$ cat config.mk
export PLATFORM = sky130hd
export DESIGN_NAME = abbx_fxmul
export DESIGN_NICKNAME = d
export VERILOG_FILES = /design/src/abbx_pkg.sv /design/src/abbx_fxmul.sv
export SDC_FILE = /design/constraint.sdc
export NUM_CORES = 2
export LEC_CHECK = 0
export ABC_AREA = 1
export BUFFER_PORTS_ARGS = -buffer_cell sky130_fd_sc_hd__buf_2
export CORE_AREA = 3 3 248 226
export CTS_CLUSTER_SIZE = 8
export DETAILED_ROUTE_END_ITERATION = 6
export DIE_AREA = 0 0 251 229
export HOLD_SLACK_MARGIN = 0.02
export PLACE_DENSITY = 0.76
export SYNTH_ARGS = -nofsm -noshare
export SYNTH_HDL_FRONTEND = slang
export SYNTH_SLANG_ARGS = --single-unit
$ cat constraint.sdc
create_clock -name clock -period 18.32 [get_ports clock]
set_input_delay 1.832 -clock clock [delete_from_list [all_inputs] [get_ports clock]]
set_output_delay 1.832 -clock clock [all_outputs]
set_load 0.005 [all_outputs]
$ cat src/abbx_pkg.sv
// ----------------------------------------------------------------------------
// abbx_pkg
// Shared types, constants and helpers for the affine bounding box transform.
// ----------------------------------------------------------------------------
package abbx_pkg;

   localparam int unsigned WORD_W    = 32;
   localparam int unsigned FRAC_W    = 16;
   localparam int unsigned PROD_W    = WORD_W + FRAC_W;
   localparam int unsigned CSR_IDX_W = 3;
   localparam int unsigned BOX_W     = 4 * WORD_W;
   localparam int unsigned NUM_PROD  = 8;
   localparam int unsigned NUM_CORN  = 4;

   // Register indexes on the configuration port.
   localparam logic [CSR_IDX_W-1:0] CSR_COEF_A  = 3'd0;
   localparam logic [CSR_IDX_W-1:0] CSR_COEF_B  = 3'd1;
   localparam logic [CSR_IDX_W-1:0] CSR_COEF_C  = 3'd2;
   localparam logic [CSR_IDX_W-1:0] CSR_COEF_D  = 3'd3;
   localparam logic [CSR_IDX_W-1:0] CSR_SHIFT_X = 3'd4;
   localparam logic [CSR_IDX_W-1:0] CSR_SHIFT_Y = 3'd5;

   // Product slots: coefficient times coordinate, lo or hi bound.
   localparam int unsigned P_AX_LO = 0;
   localparam int unsigned P_AX_HI = 1;
   localparam int unsigned P_CY_LO = 2;
   localparam int unsigned P_CY_HI = 3;
   localparam int unsigned P_BX_LO = 4;
   localparam int unsigned P_BX_HI = 5;
   localparam int unsigned P_DY_LO = 6;
   localparam int unsigned P_DY_HI = 7;

   typedef logic signed [WORD_W-1:0] word_type;
   typedef logic [PROD_W-1:0]        prod_type;

   localparam word_type ONE_Q16    = 32'sd65536;
   localparam prod_type ROUND_BIAS = 48'h8000;

   typedef struct packed {
      word_type x_lo;
      word_type y_lo;
      word_type x_hi;
      word_type y_hi;
   } box_type;

   typedef struct packed {
      logic st1;
      logic st2;
      logic st3;
      logic st4;
   } stage_en_type;

   // Round to nearest and drop the fraction; only the low product bits matter.
   function automatic word_type fx_round(input prod_type p);
      prod_type t;
      t = p + ROUND_BIAS;
      return word_type'(t[PROD_W-1:FRAC_W]);
   endfunction

   function automatic word_type smin(input word_type a, input word_type b);
      return (a < b) ? a : b;
   endfunction

   function automatic word_type smax(input word_type a, input word_type b);
      return (a > b) ? a : b;
   endfunction

endpackage

$ cat src/abbx_fxmul.sv
// ----------------------------------------------------------------------------
// abbx_fxmul
// Registered signed 32x32 multiplier keeping the product bits that survive
// the 16.16 rounding shift.
// ----------------------------------------------------------------------------
module abbx_fxmul (
   input  logic              clock,
   input  logic              en,
   input  abbx_pkg::word_type op_a,
   input  abbx_pkg::word_type op_b,
   output abbx_pkg::prod_type prod_ff
);
   import abbx_pkg::*;

   logic signed [2*WORD_W-1:0] full_prod;
   prod_type                   prod_in;

   assign full_prod = (2*WORD_W)'(op_a) * (2*WORD_W)'(op_b);
   assign prod_in   = full_prod[PROD_W-1:0];

   always_ff @(posedge clock) begin
      if (en) begin
         prod_ff <= prod_in;
      end
   end

endmodule

Word-level counts from Yosys, hierarchy flattened
Cells that the tools add are included.
{"block": "totals", "register_bits": 48, "latchBits": 0, "ramBits": 0, "rom_bits": 0, "inputBits": 66, "output_inout_bits": 48, "elab_cells": 2, "mem_count": 0}
{"block": "op_classes", "add_sub_neg": 0, "multipliers": 1, "div": 0, "magnitude_cmp": 0, "n_eq_ne": 0, "n_shift": 0, "mux": 0, "bitwise_logic": 0, "reduce_logical": 0}
{"op": "$mul 32x32->48", "n": 1}

Logic depth before layout (Yosys ltp)
{"block": "logic_depth", "word_depth": 1, "ltp_mapped": 31, "depth_no_buf": 29}

Worst setup path before layout
OpenSTA, ideal clock, no wires.
{"block": "synth_timing", "kind": "input to register", "from": "input op_a[31]", "to": "register prod_ff[41] (data pin)", "setup_time_ps": 259, "arrival_ps": 7852, "t_required_ps": 18061, "path_slack_ps": 10209, "cell_stages": 25, "path_buffers": 2, "path_cell_list": "buf_2 > clkbuf_1 > nand2_1 > inv_1 > fa_1 > fa_1 > fa_1 > inv_1 > fa_1 > inv_1 > fa_1 > fa_1 > fa_1 > inv_1 > fa_1 > inv_1 > ha_1 > nand2_1 > nor2_1 > inv_1 > nor2_1 > and3_1 > nand4_1 > nand4_1 > xor2_1"}
{"block": "synth_via", "elab_chain_len": 1}
{"element": "from (decl)", "line_no": "abbx_fxmul.sv:9", "rtl": "input abbx_pkg::word_type op_a,"}
{"element": "$mul 32x32->48", "line_no": "abbx_fxmul.sv:18", "rtl": "assign full_prod = (2*WORD_W)'(op_a) * (2*WORD_W)'(op_b);"}
{"element": "net full_prod[41]", "line_no": "abbx_fxmul.sv:15", "rtl": "logic signed [2*WORD_W-1:0] full_prod;"}
{"element": "to (signal assigned)", "line_no": "abbx_fxmul.sv:23", "rtl": "prod_ff <= prod_in;"}
{"element": "to (decl)", "line_no": "abbx_fxmul.sv:11", "rtl": "output abbx_pkg::prod_type prod_ff"}
The timed path passes the listed nets, and every way through them passes these cells.
A chain may end at the register's enable or synchronous reset.

Final worst setup path
{"block": "layout_timing", "from": "input op_b[2]", "to": "register prod_ff[47] (data pin)"}
{"block": "layout_via", "elab_chain_len": 1}
{"element": "from (decl)", "line_no": "abbx_fxmul.sv:10", "rtl": "input abbx_pkg::word_type op_b,"}
{"element": "$mul 32x32->48", "line_no": "abbx_fxmul.sv:18"}
{"element": "net full_prod[47]", "line_no": "abbx_fxmul.sv:15"}
The timed path passes the listed nets, and every way through them passes these cells.

==> results.json <==
{
  "worst_pin_slew_ns": 1.15,
  "min_period_ns": 8.94,
  "worstSetupPathType": "primary input to register",
  "drive_above_1_share_pct": 3.74,
  "via_per_inst": 5.19,
  "hold_depth": 3,
  "detail_route.iter0.violations": 1747,
  "io_buffers": 113,
  "final_nets": 5032,
  "vias": 24200,
  "arrival_ns": 8.98,
  "worstSetupStartpointType": "primary input",
  "syn_inst": 4014,
  "grt_overflow": 0,
  "grt_first_pass_wirelength_mm": 137,
  "ys_ff_latch": 48,
  "grt_max_degree": 49,
  "die_y_um": 229,
  "syn_to_final_growth_pct": 3.06,
  "wl_per_cell_um": 17.1,
  "largest_reg_flops": 48,
  "synth_xor_area_share_pct": 1.12,
  "dp_hpwl_mm": 66.4,
  "syn_nets": 5086,
  "yosys.area_share.simple_pct": 15.4,
  "yosysTopAreaCellShare_pct": 52.3,
  "synth_edf_count": 48,
  "synth_top_family_by_area": "adder cells",
  "synthMuxAreaShare_pct": 0,
  "ys_top_cells_by_count": "1345 x inv_1, 1094 x nand2_1, 839 x fa_1",
  "critPathRequiredTime_ns": 18.36,
  "drcViolationCount": 0,
  "synth-main-ff-cell": "edfxtp_1",
  "cpMostUsedCell": "fa_1",
  "cp_max_fo": 32,
  "grt_use_total_pct": 30.1,
  "worstHoldEndpoint": "prod_ff[0]",
  "drt-total-wl_mm": 80.0,
  "post-route-period-util_pct": 48.8,
  "cts_buffer_depth": 2,
  "dieArea_mm2": 0.0575,
  "cts_tree": "built",
  "regMostFlops": "prod_ff",
  "synth_area_leaders": "fa_1 52%, inv_1 16%, nand2_1 13%, ha_1 6.5%, edfxtp_1 4.5%",
  "hold_class": "primary input to register",
  "status": "complete, no violations",
  "fin_ws_ns": 9.38,
  "rsz0062_at_grt": "false",
  "yosysWarnings": 0,
  "rows": 81,
  "initial_core_util_pct": 59.5,
  "slew_headroom_pct": 23.6,
  "cts_root_buf": "clkbuf_16",
  "setup_violations": 0,
  "syn-cell-area_mm2": 0.0321,
  "synthAdderAreaFrac_pct": 58.8,
  "antenna_found_initial": 2,
  "finish.utilization_pct": 61.3,
  "clock_sinks": 48,
  "core_area_mm2": 0.0539,
  "synth_top_area_cell": "fa_1",
  "clkTransAtPathRegs_ns": 0.07,
  "async_flop_share_pct": 0,
  "numCtsBuffers": 5,
  "boundaryPins": 114,
  "critPathMaxStageDelay_ns": 0.56,
  "cp_slowest_cell": "fa_1",
  "pre_cts_ws_ns": 9.11,
  "hold_viol": 0,
  "holdBufCountCts": 0,
  "die_width_um": 251,
  "place_area_mm2": 0.0329,
  "path_cells": "buf_2 -> nand2_1 -> inv_1 -> fa_1 -> fa_1 -> fa_1 -> inv_1 -> fa_1 -> fa_1 -> fa_1 -> fa_1 -> fa_1 -> inv_1 -> ha_1 -> a21oi_1 -> o21ai_0 -> a21oi_1 -> o21ai_0 -> a21oi_1 -> nand3_1 -> nand3_1 -> nand2_1",
  "final_max_slew_viol_count": 0,
  "fin_setup_tns_ns": 0,
  "synth_cell_types": 36,
  "postCtsSetupBuffers": 0,
  "reg.largest.list": "prod_ff (48)",
  "hold_start": "op_b[0]",
  "yosysMostFrequentCell": "inv_1",
  "worstSetupEndpointType": "register",
  "n_fill_cell": 4709,
  "gp_congestion": 0.938,
  "ctsHtreeMaxLevel": 2,
  "synth.avg_cell_area_um2": 8.00,
  "grt_pass1_vias": 27100,
  "maxCapViolCount": 0,
  "fmax_ghz": 0.112,
  "dr.pass1.iters": 5,
  "postRouteAntennaNets": 0,
  "cts_resized": 0,
  "final_area_mm2": 0.0331,
  "seq_area_frac_synth_pct": 4.49,
  "synth-compound-area-share_pct": 2.15
}
[stage by stage]
stage          hold WS, ns  std cells
2_1_floorplan         1.94       4014
3_3_place_gp          2.23       4658
3_5_place_dp          2.22       4658
4_1_cts               2.22       4666
5_1_grt               2.28       4668
6_report              2.23       4668
[critical path, delay by kind of cell]
kind	cells	cell delay [ns]
compound gates	5	0.85
buf+inv	4	1.16
simple gates	4	0.64
fa+ha+maj	9	4.47
[cells in the final DEF, fill, tap and decap left out, types with 2 or more instances in the layout]
cell type | synthesis | final
nor2_2 | 2 | 2
ha_1 | 167 | 167
edfxtp_1 | 48 | 48
inv_2 | 3 | 3
a31oi_1 | 6 | 6
inv_1 | 1345 | 1345
a21o_1 | 8 | 8
nand3b_1 | 8 | 8
nand2_1 | 1094 | 1094
xnor2_1 | 12 | 12
clkbuf_16 | 0 | 5
xor2_1 | 29 | 29
nand3_1 | 54 | 54
a21oi_2 | 2 | 2
bufinv_16 | 0 | 2
and3_1 | 3 | 3
a21oi_1 | 57 | 57
nor4_2 | 2 | 2
nand4_1 | 6 | 6
nor3_1 | 8 | 8
or2_2 | 6 | 6
o21ai_2 | 3 | 3
fa_1 | 839 | 839
nor2_1 | 87 | 87
o21bai_1 | 8 | 8
o21ai_0 | 25 | 25
buf_4 | 4 | 5
diode_2 | 0 | 2
buf_2 | 11 | 113
o21ai_1 | 6 | 6
[routing by layer]
layer	track usage [%]	share of wire, %
met2	52.7	50
met5	0	0
met4	13.5	5.4
met3	2.93	6.1
met1	38.3	38
[final cells by class]
class	instances	area, um^2	area share (%)
multi-input cells	2439	24900	75.3
well taps	705	882	2.67
clock inverters	3	68.8	0.208
flip-flops and latches	48	1440	4.36
diodes	2	5.00	0.0151
inverters	1348	5060	15.3
clock buffers	5	125	0.378
repair buffers	118	603	1.82
[cells by family (layout without fill, tap and decap cells)]
family	count (synthesis)	after routing
flip-flops	48	48
buffers and inverters	1527	1474
adder cells (fa/ha/maj)	1006	1006
XOR/XNOR	41	41
other	0	2
AO/OA/AOI/OAI	119	119
AND/OR/NAND/NOR	1273	1273
[how the worst max path moves through the flow]
stage | from | end | slack (ns) | cells after the start
2_1_floorplan | op_a[31] | prod_ff[41] | 10.21 | 25
3_3_place_gp | op_b[2] | prod_ff[47] | 9.13 | 22
3_5_place_dp | op_b[2] | prod_ff[47] | 9.11 | 22
4_1_cts | op_b[2] | prod_ff[47] | 9.41 | 22
5_1_grt | op_b[2] | prod_ff[47] | 8.87 | 22
6_report | op_b[2] | prod_ff[47] | 9.38 | 22
Power is left out: the tool's default activity adds up to more than one toggle a clock period on the data nets, which glitch-free logic cannot reach.
