==> config.mk <==
export PLATFORM = sky130hd
export DESIGN_NAME = abbx_bound
export DESIGN_NICKNAME = d
export VERILOG_FILES = /design/src/abbx_pkg.sv /design/src/abbx_bound.sv
export SDC_FILE = /design/constraint.sdc
export NUM_CORES = 1
export LEC_CHECK = 0
export BUFFER_PORTS_ARGS = -buffer_cell sky130_fd_sc_hd__buf_4
export CAP_MARGIN = 20
export CORE_MARGIN = 3
export CORE_UTILIZATION = 30
export CTS_CLUSTER_SIZE = 28
export DETAILED_ROUTE_END_ITERATION = 10
export HOLD_SLACK_MARGIN = 0.15
export PLACE_DENSITY_LB_ADDON = 0.12
export SKIP_LAST_GASP = 1
export SLEW_MARGIN = 20
export SYNTH_ARGS = -nofsm -noshare
export SYNTH_HDL_FRONTEND = slang
export SYNTH_SLANG_ARGS = --single-unit
==> constraint.sdc <==
create_clock -name clock -period 5.92 [get_ports clock]
set_input_delay 0.296 -clock clock [delete_from_list [all_inputs] [get_ports clock]]
set_output_delay 0.296 -clock clock [all_outputs]
set_load 0.05 [all_outputs]
==> src/abbx_pkg.sv <==
// ----------------------------------------------------------------------------
// abbx_pkg
// Shared types, constants and helpers for the affine bounding box transform.
// ----------------------------------------------------------------------------
package abbx_pkg;

   localparam int unsigned WORD_W    = 32;
   localparam int unsigned FRAC_W    = 16;
   localparam int unsigned PROD_W    = WORD_W + FRAC_W;
   localparam int unsigned CSR_IDX_W = 3;
   localparam int unsigned BOX_W     = 4 * WORD_W;
   localparam int unsigned NUM_PROD  = 8;
   localparam int unsigned NUM_CORN  = 4;

   // Register indexes on the configuration port.
   localparam logic [CSR_IDX_W-1:0] CSR_COEF_A  = 3'd0;
   localparam logic [CSR_IDX_W-1:0] CSR_COEF_B  = 3'd1;
   localparam logic [CSR_IDX_W-1:0] CSR_COEF_C  = 3'd2;
   localparam logic [CSR_IDX_W-1:0] CSR_COEF_D  = 3'd3;
   localparam logic [CSR_IDX_W-1:0] CSR_SHIFT_X = 3'd4;
   localparam logic [CSR_IDX_W-1:0] CSR_SHIFT_Y = 3'd5;

   // Product slots: coefficient times coordinate, lo or hi bound.
   localparam int unsigned P_AX_LO = 0;
   localparam int unsigned P_AX_HI = 1;
   localparam int unsigned P_CY_LO = 2;
   localparam int unsigned P_CY_HI = 3;
   localparam int unsigned P_BX_LO = 4;
   localparam int unsigned P_BX_HI = 5;
   localparam int unsigned P_DY_LO = 6;
   localparam int unsigned P_DY_HI = 7;

   typedef logic signed [WORD_W-1:0] word_type;
   typedef logic [PROD_W-1:0]        prod_type;

   localparam word_type ONE_Q16    = 32'sd65536;
   localparam prod_type ROUND_BIAS = 48'h8000;

   typedef struct packed {
      word_type x_lo;
      word_type y_lo;
      word_type x_hi;
      word_type y_hi;
   } box_type;

   typedef struct packed {
      logic st1;
      logic st2;
      logic st3;
      logic st4;
   } stage_en_type;

   // Round to nearest and drop the fraction; only the low product bits matter.
   function automatic word_type fx_round(input prod_type p);
      prod_type t;
      t = p + ROUND_BIAS;
      return word_type'(t[PROD_W-1:FRAC_W]);
   endfunction

   function automatic word_type smin(input word_type a, input word_type b);
      return (a < b) ? a : b;
   endfunction

   function automatic word_type smax(input word_type a, input word_type b);
      return (a > b) ? a : b;
   endfunction

endpackage

==> src/abbx_bound.sv <==
// ----------------------------------------------------------------------------
// abbx_bound
// Two-level registered min/max tree over the corners, with the null
// rectangle bypass on the final level.
// ----------------------------------------------------------------------------
module abbx_bound (
   input  logic                   clock,
   input  abbx_pkg::stage_en_type stage_en,
   input  abbx_pkg::word_type     cx [abbx_pkg::NUM_CORN],
   input  abbx_pkg::word_type     cy [abbx_pkg::NUM_CORN],
   input  abbx_pkg::box_type      box,
   input  logic                   empty,
   output abbx_pkg::box_type      res_ff,
   output logic                   res_empty_ff
);
   import abbx_pkg::*;

   word_type xmin_ff [2];
   word_type xmax_ff [2];
   word_type ymin_ff [2];
   word_type ymax_ff [2];
   box_type  box_ff;
   logic     empty_ff;
   box_type  res_in;

   always_ff @(posedge clock) begin
      if (stage_en.st3) begin
         xmin_ff[0] <= smin(cx[0], cx[1]);
         xmin_ff[1] <= smin(cx[2], cx[3]);
         xmax_ff[0] <= smax(cx[0], cx[1]);
         xmax_ff[1] <= smax(cx[2], cx[3]);
         ymin_ff[0] <= smin(cy[0], cy[1]);
         ymin_ff[1] <= smin(cy[2], cy[3]);
         ymax_ff[0] <= smax(cy[0], cy[1]);
         ymax_ff[1] <= smax(cy[2], cy[3]);
         box_ff     <= box;
         empty_ff   <= empty;
      end
   end

   always_comb begin
      if (empty_ff) begin
         res_in = box_ff;
      end else begin
         res_in.x_lo = smin(xmin_ff[0], xmin_ff[1]);
         res_in.y_lo = smin(ymin_ff[0], ymin_ff[1]);
         res_in.x_hi = smax(xmax_ff[0], xmax_ff[1]);
         res_in.y_hi = smax(ymax_ff[0], ymax_ff[1]);
      end
   end

   always_ff @(posedge clock) begin
      if (stage_en.st4) begin
         res_ff       <= res_in;
         res_empty_ff <= empty_ff;
      end
   end

endmodule

# After elaboration in Yosys (flattened, before gate mapping)
# Memory sizes are Yosys's and may differ from the RTL's.
# Index checks and enable logic that the tools add are counted.
[word_totals]
reg_bits = 258
latchBits = 0
ram_bits = 256
romBits = 0
in_bits = 390
mem_count = 4
[memory_table]
columns = ["name", "words", "width", "read_ports", "rd_clocked_by_memory_dff", "wr", "line_no", "source"]
rows = [
  ["xmax_ff", 2, 32, 2, 0, 2, "abbx_bound.sv:19", "word_type xmax_ff [2];"],
  ["xmin_ff", 2, 32, 2, 0, 2, "abbx_bound.sv:18", "word_type xmin_ff [2];"],
  ["ymax_ff", 2, 32, 2, 0, 2, "abbx_bound.sv:21", "word_type ymax_ff [2];"],
  ["ymin_ff", 2, 32, 2, 0, 2, "abbx_bound.sv:20", "word_type ymin_ff [2];"],
]
[op_classes]
n_addsub = 0
mul = 0
n_div = 0
magnitude_cmp = 12
eq_ne = 0
shift = 0
muxes = 15
bitwise = 0
reduce_logical = 0
[op_table]
columns = ["operator", "n"]
rows = [
  ["2-to-1 mux 32 bit", 12],
  ["greater-than comparator 32 bit", 6],
  ["< comparator 32 bit", 6],
  ["2-to-1 mux 128 bit", 1],
  ["2-to-1 mux 1 bit", 2],
]

# Logic depth before layout (Yosys ltp)
[logic_depth]
ltp_word = 3
ltp_mapped = 11
ltp_nobuf = 9

# Worst setup path after synthesis
# Ideal clock, no wire load.
[synth_timing]
kind = "input port to flip-flop"
startpoint = "in cx[5] (netlist name)"
endpoint = "mem xmax_ff[0][33] (netlist name), data pin"
setup_ns = 0.262
arrival_time_ns = 2.463
slack_ns = 3.195
path_stages = 10
path_cell_list = "inv_1 > ha_1 > a21oi_1 > o21ai_0 > a221o_1 > o31a_1 > a211oi_2 > o21bai_2 > buf_6 > mux2_1"
[synth_lines]
columns = ["item", "line_no", "source"]
rows = [
  ["start, declared", "abbx_bound.sv:9", "input abbx_pkg::word_type cx [abbx_pkg::NUM_CORN],"],
  ["end, declared", "abbx_bound.sv:19", ""],
]

==> impl_metrics.ini <==
[global_routing]
antenna_found_initial = 14
grt_pass1_vias = 23320
grt_usage_pct = 18.50
grt_max_degree = 175
grt_pass1_wl_um = 140600
gr-total-overflow = 0

[clock_network]
postCtsSetupBuffers = 0
cts_buffer_depth = 3
clkLatencyLatePin_ns = 0.61
cts_tree = yes
htreeDepth = 3
cts_root_buf = clkbuf_16
cts_made_buffers = 69
path_clk_slew_ns = 0.06
cts_num_sinks = 514

[synth]
synth_common_cells = edfxtp_1, inv_1, ha_1
yosys_warnings = 0
seq_area_frac_synth_pct = 53.46
synth_top_area_share_pct = 53.46
synth.distinct_cells = 59
synth-edff-count = 514
yosys_most_used_dff = edfxtp_1
synthTopCellsByArea = edfxtp_1, ha_1, mux2_2
synth.most_common_cell = edfxtp_1
synthesis.nets = 3000
syn_area_per_cell_um2 = 12.25
postSynthCellCount = 2356
async_reset_ff_share_pct = 0
synth_area_leader_cell = edfxtp_1
syn_area_mm2 = 0.02887
ys_ff_latch = 514

[die]
rows = 113
io-pin-count = 519
die_w_um = 316.2
initial_core_util_pct = 30.34
coreArea_mm2 = 0.09515
design.die.area_mm2 = 0.09999
die_h_um = 316.2

[worst_setup_path]
critPathMaxFanout = 22
cp_data_arrival_time_ns = 4.77
r2r_slack_ns = 2.21
start_kind = input port
end_kind = flop
crit_type = in2reg
required_ns = 6.27

[detailed_routing]
vias = 22290
vias_per_cell = 4.742
drt_iter0_markers = 1233
routedWlPerCell_um = 20.19
drcViolationCount = 0
drt_first_pass_iters = 5
ant_nets = 0
routed_wl_um = 94930

[timing]
rsz0062_at_grt = false
layout_min_cycle_time_ns = 4.426
finalHoldViolations = 0
max_slew_margin_pct = 27.15
fin_crit_sh_pct = 74.76
drv_slew = 0
finalSetupViolCount = 0
worst_pin_slew_ns = 1.090
finalSetupTns_ns = 0
finClkSkew_ns = 0.02108
fmax_mhz = 225.9

[layout]
nNetsFinal = 4024
drive_above_1_share_pct = 26.38
fillers = 8806
area_growth_pct = 44.12

[job]
drv_cap = 0

[placed_design]
gp_congestion = 0.9103
port-buffer-count = 516
dp_hpwl_um = 67280

[run_status]
outcome = finished clean

[pwr]
peakVddDrop_v = 0.0001963
pwr_density_cell_mw_per_mm2 = 302.0
power_mw = 12.56
leakagePower_nw = 17.28

[hold_path]
worst_hold_path_type = in2reg
-- metrics by stage --
stage                     cells  area, um2  utilization [%]  worst slack (ns)  hold slack, ns
final                      4701      41610            43.73             1.494          0.2353
after global routing       4701      41610            43.73             1.413          0.2267
after CTS                  4696      41600            43.72             1.489          0.2105
after detailed placement   4061      34200            35.95             1.925          0.4754
after global placement     4060      34180            35.92             1.977          0.4743
after floorplan            2356      28870                -             3.195          0.3949
-- cell families after synthesis --
| logic type | share of synthesized area (%) |
|---|---|
| flops | 53.46 |
| compound gates | 8.269 |
| simple gates | 9.717 |
| mux | 12.49 |
| buf+inv | 5.053 |
| fa+ha+maj | 11.01 |
-- layer usage --
layer  part of all wire, %  GRT usage, %  vias to the layer above
met5                 0.039             0                        -
met4                   2.7         5.503                        6
met3                   5.1         3.719                      137
met2                    48         31.71                      523
met1                    44         23.56                    10810
li1                      -             -                    10820
-- power breakdown --
part	total, mW	switching (mW)	internal, mW	leakage (nW)
sequential	4.80	0.219	4.58	5.04
combinational	3.54	1.97	1.57	11.1
clock	4.23	1.65	2.58	1.10
total	12.6	3.84	8.73	17.3
-- worst max-delay path, cell delays in order --
cell	delay, ns
dlygate4sd3_1	0.54
buf_4	0.13
inv_1	0.04
ha_1	0.28
nand4_1	0.26
or4_1	0.64
a21oi_1	0.22
o41ai_1	0.13
buf_4	0.18
a211oi_4	0.61
buf_4	0.46
mux2_1	0.37
dlygate4sd3_1	0.57
-- timing repair --
| action | in CTS | in global routing |
|---|---|---|
| hold endpoints to repair | 385 | 0 |
| setup endpoints to repair | 0 | 0 |
| resized for setup | 0 | 0 |
| hold buffers | 513 | 0 |
-- registers in the layout, indices dropped and copies added, names as in the netlist --
name / count
ymin_ff: 64
xmax_ff: 64
xmin_ff: 64
empty_ff: 1
res_ff: 128
box_ff: 128
res_empty_ff: 1
ymax_ff: 64
-- worst paths after layout --
check / from / end / depth (start not counted)
worst max-delay path: cy[14] / ymax_ff[0][38]$_DFFE_PP_ / 13
worst min-delay path: stage_en[0] / res_ff[4]$_DFFE_PP_ / 1
worst max register to register: ymin_ff[0][63]$_DFFE_PP_ / res_ff[70]$_DFFE_PP_ / 10
worst min register to register: box_ff[21]$_DFFE_PP_ / res_ff[21]$_DFFE_PP_ / 2
-- final cells by class --
type                            count  area (um2)  area share, %
Antenna cell                        5       12.51        0.03007
Sequential cell                   514       15430          37.10
Inverter                          266       998.5          2.400
Clock inverter                     40       397.9         0.9562
Tap cell                         1265        1583          3.804
Multi-Input combinational cell   1478       12080          29.03
Clock buffer                       82        1861          4.471
Timing Repair Buffer             1051        9243          22.21
-- cell usage in the layout, fill, tap and decap left out, types with 17 or more instances in the layout --
master / Yosys / routed
a21o_1: 28 / 28
a21oi_1: 124 / 122
buf_4: 3 / 532
clkbuf_16: 0 / 73
clkinv_1: 0 / 17
dlygate4sd3_1: 0 / 513
edfxtp_1: 514 / 514
ha_1: 254 / 253
inv_1: 266 / 266
mux2_1: 39 / 39
mux2_2: 251 / 251
mux2i_1: 34 / 33
nand2_1: 198 / 198
nand2b_1: 36 / 36
nand3_1: 57 / 57
nand3b_1: 30 / 30
nand4_1: 50 / 50
nand4b_1: 31 / 31
nor2_1: 19 / 18
nor3_1: 37 / 37
nor3b_1: 31 / 31
o21a_1: 33 / 33
o21ai_0: 95 / 95
o31a_1: 32 / 32
No activity file was read; power rests on OpenSTA's default activity.
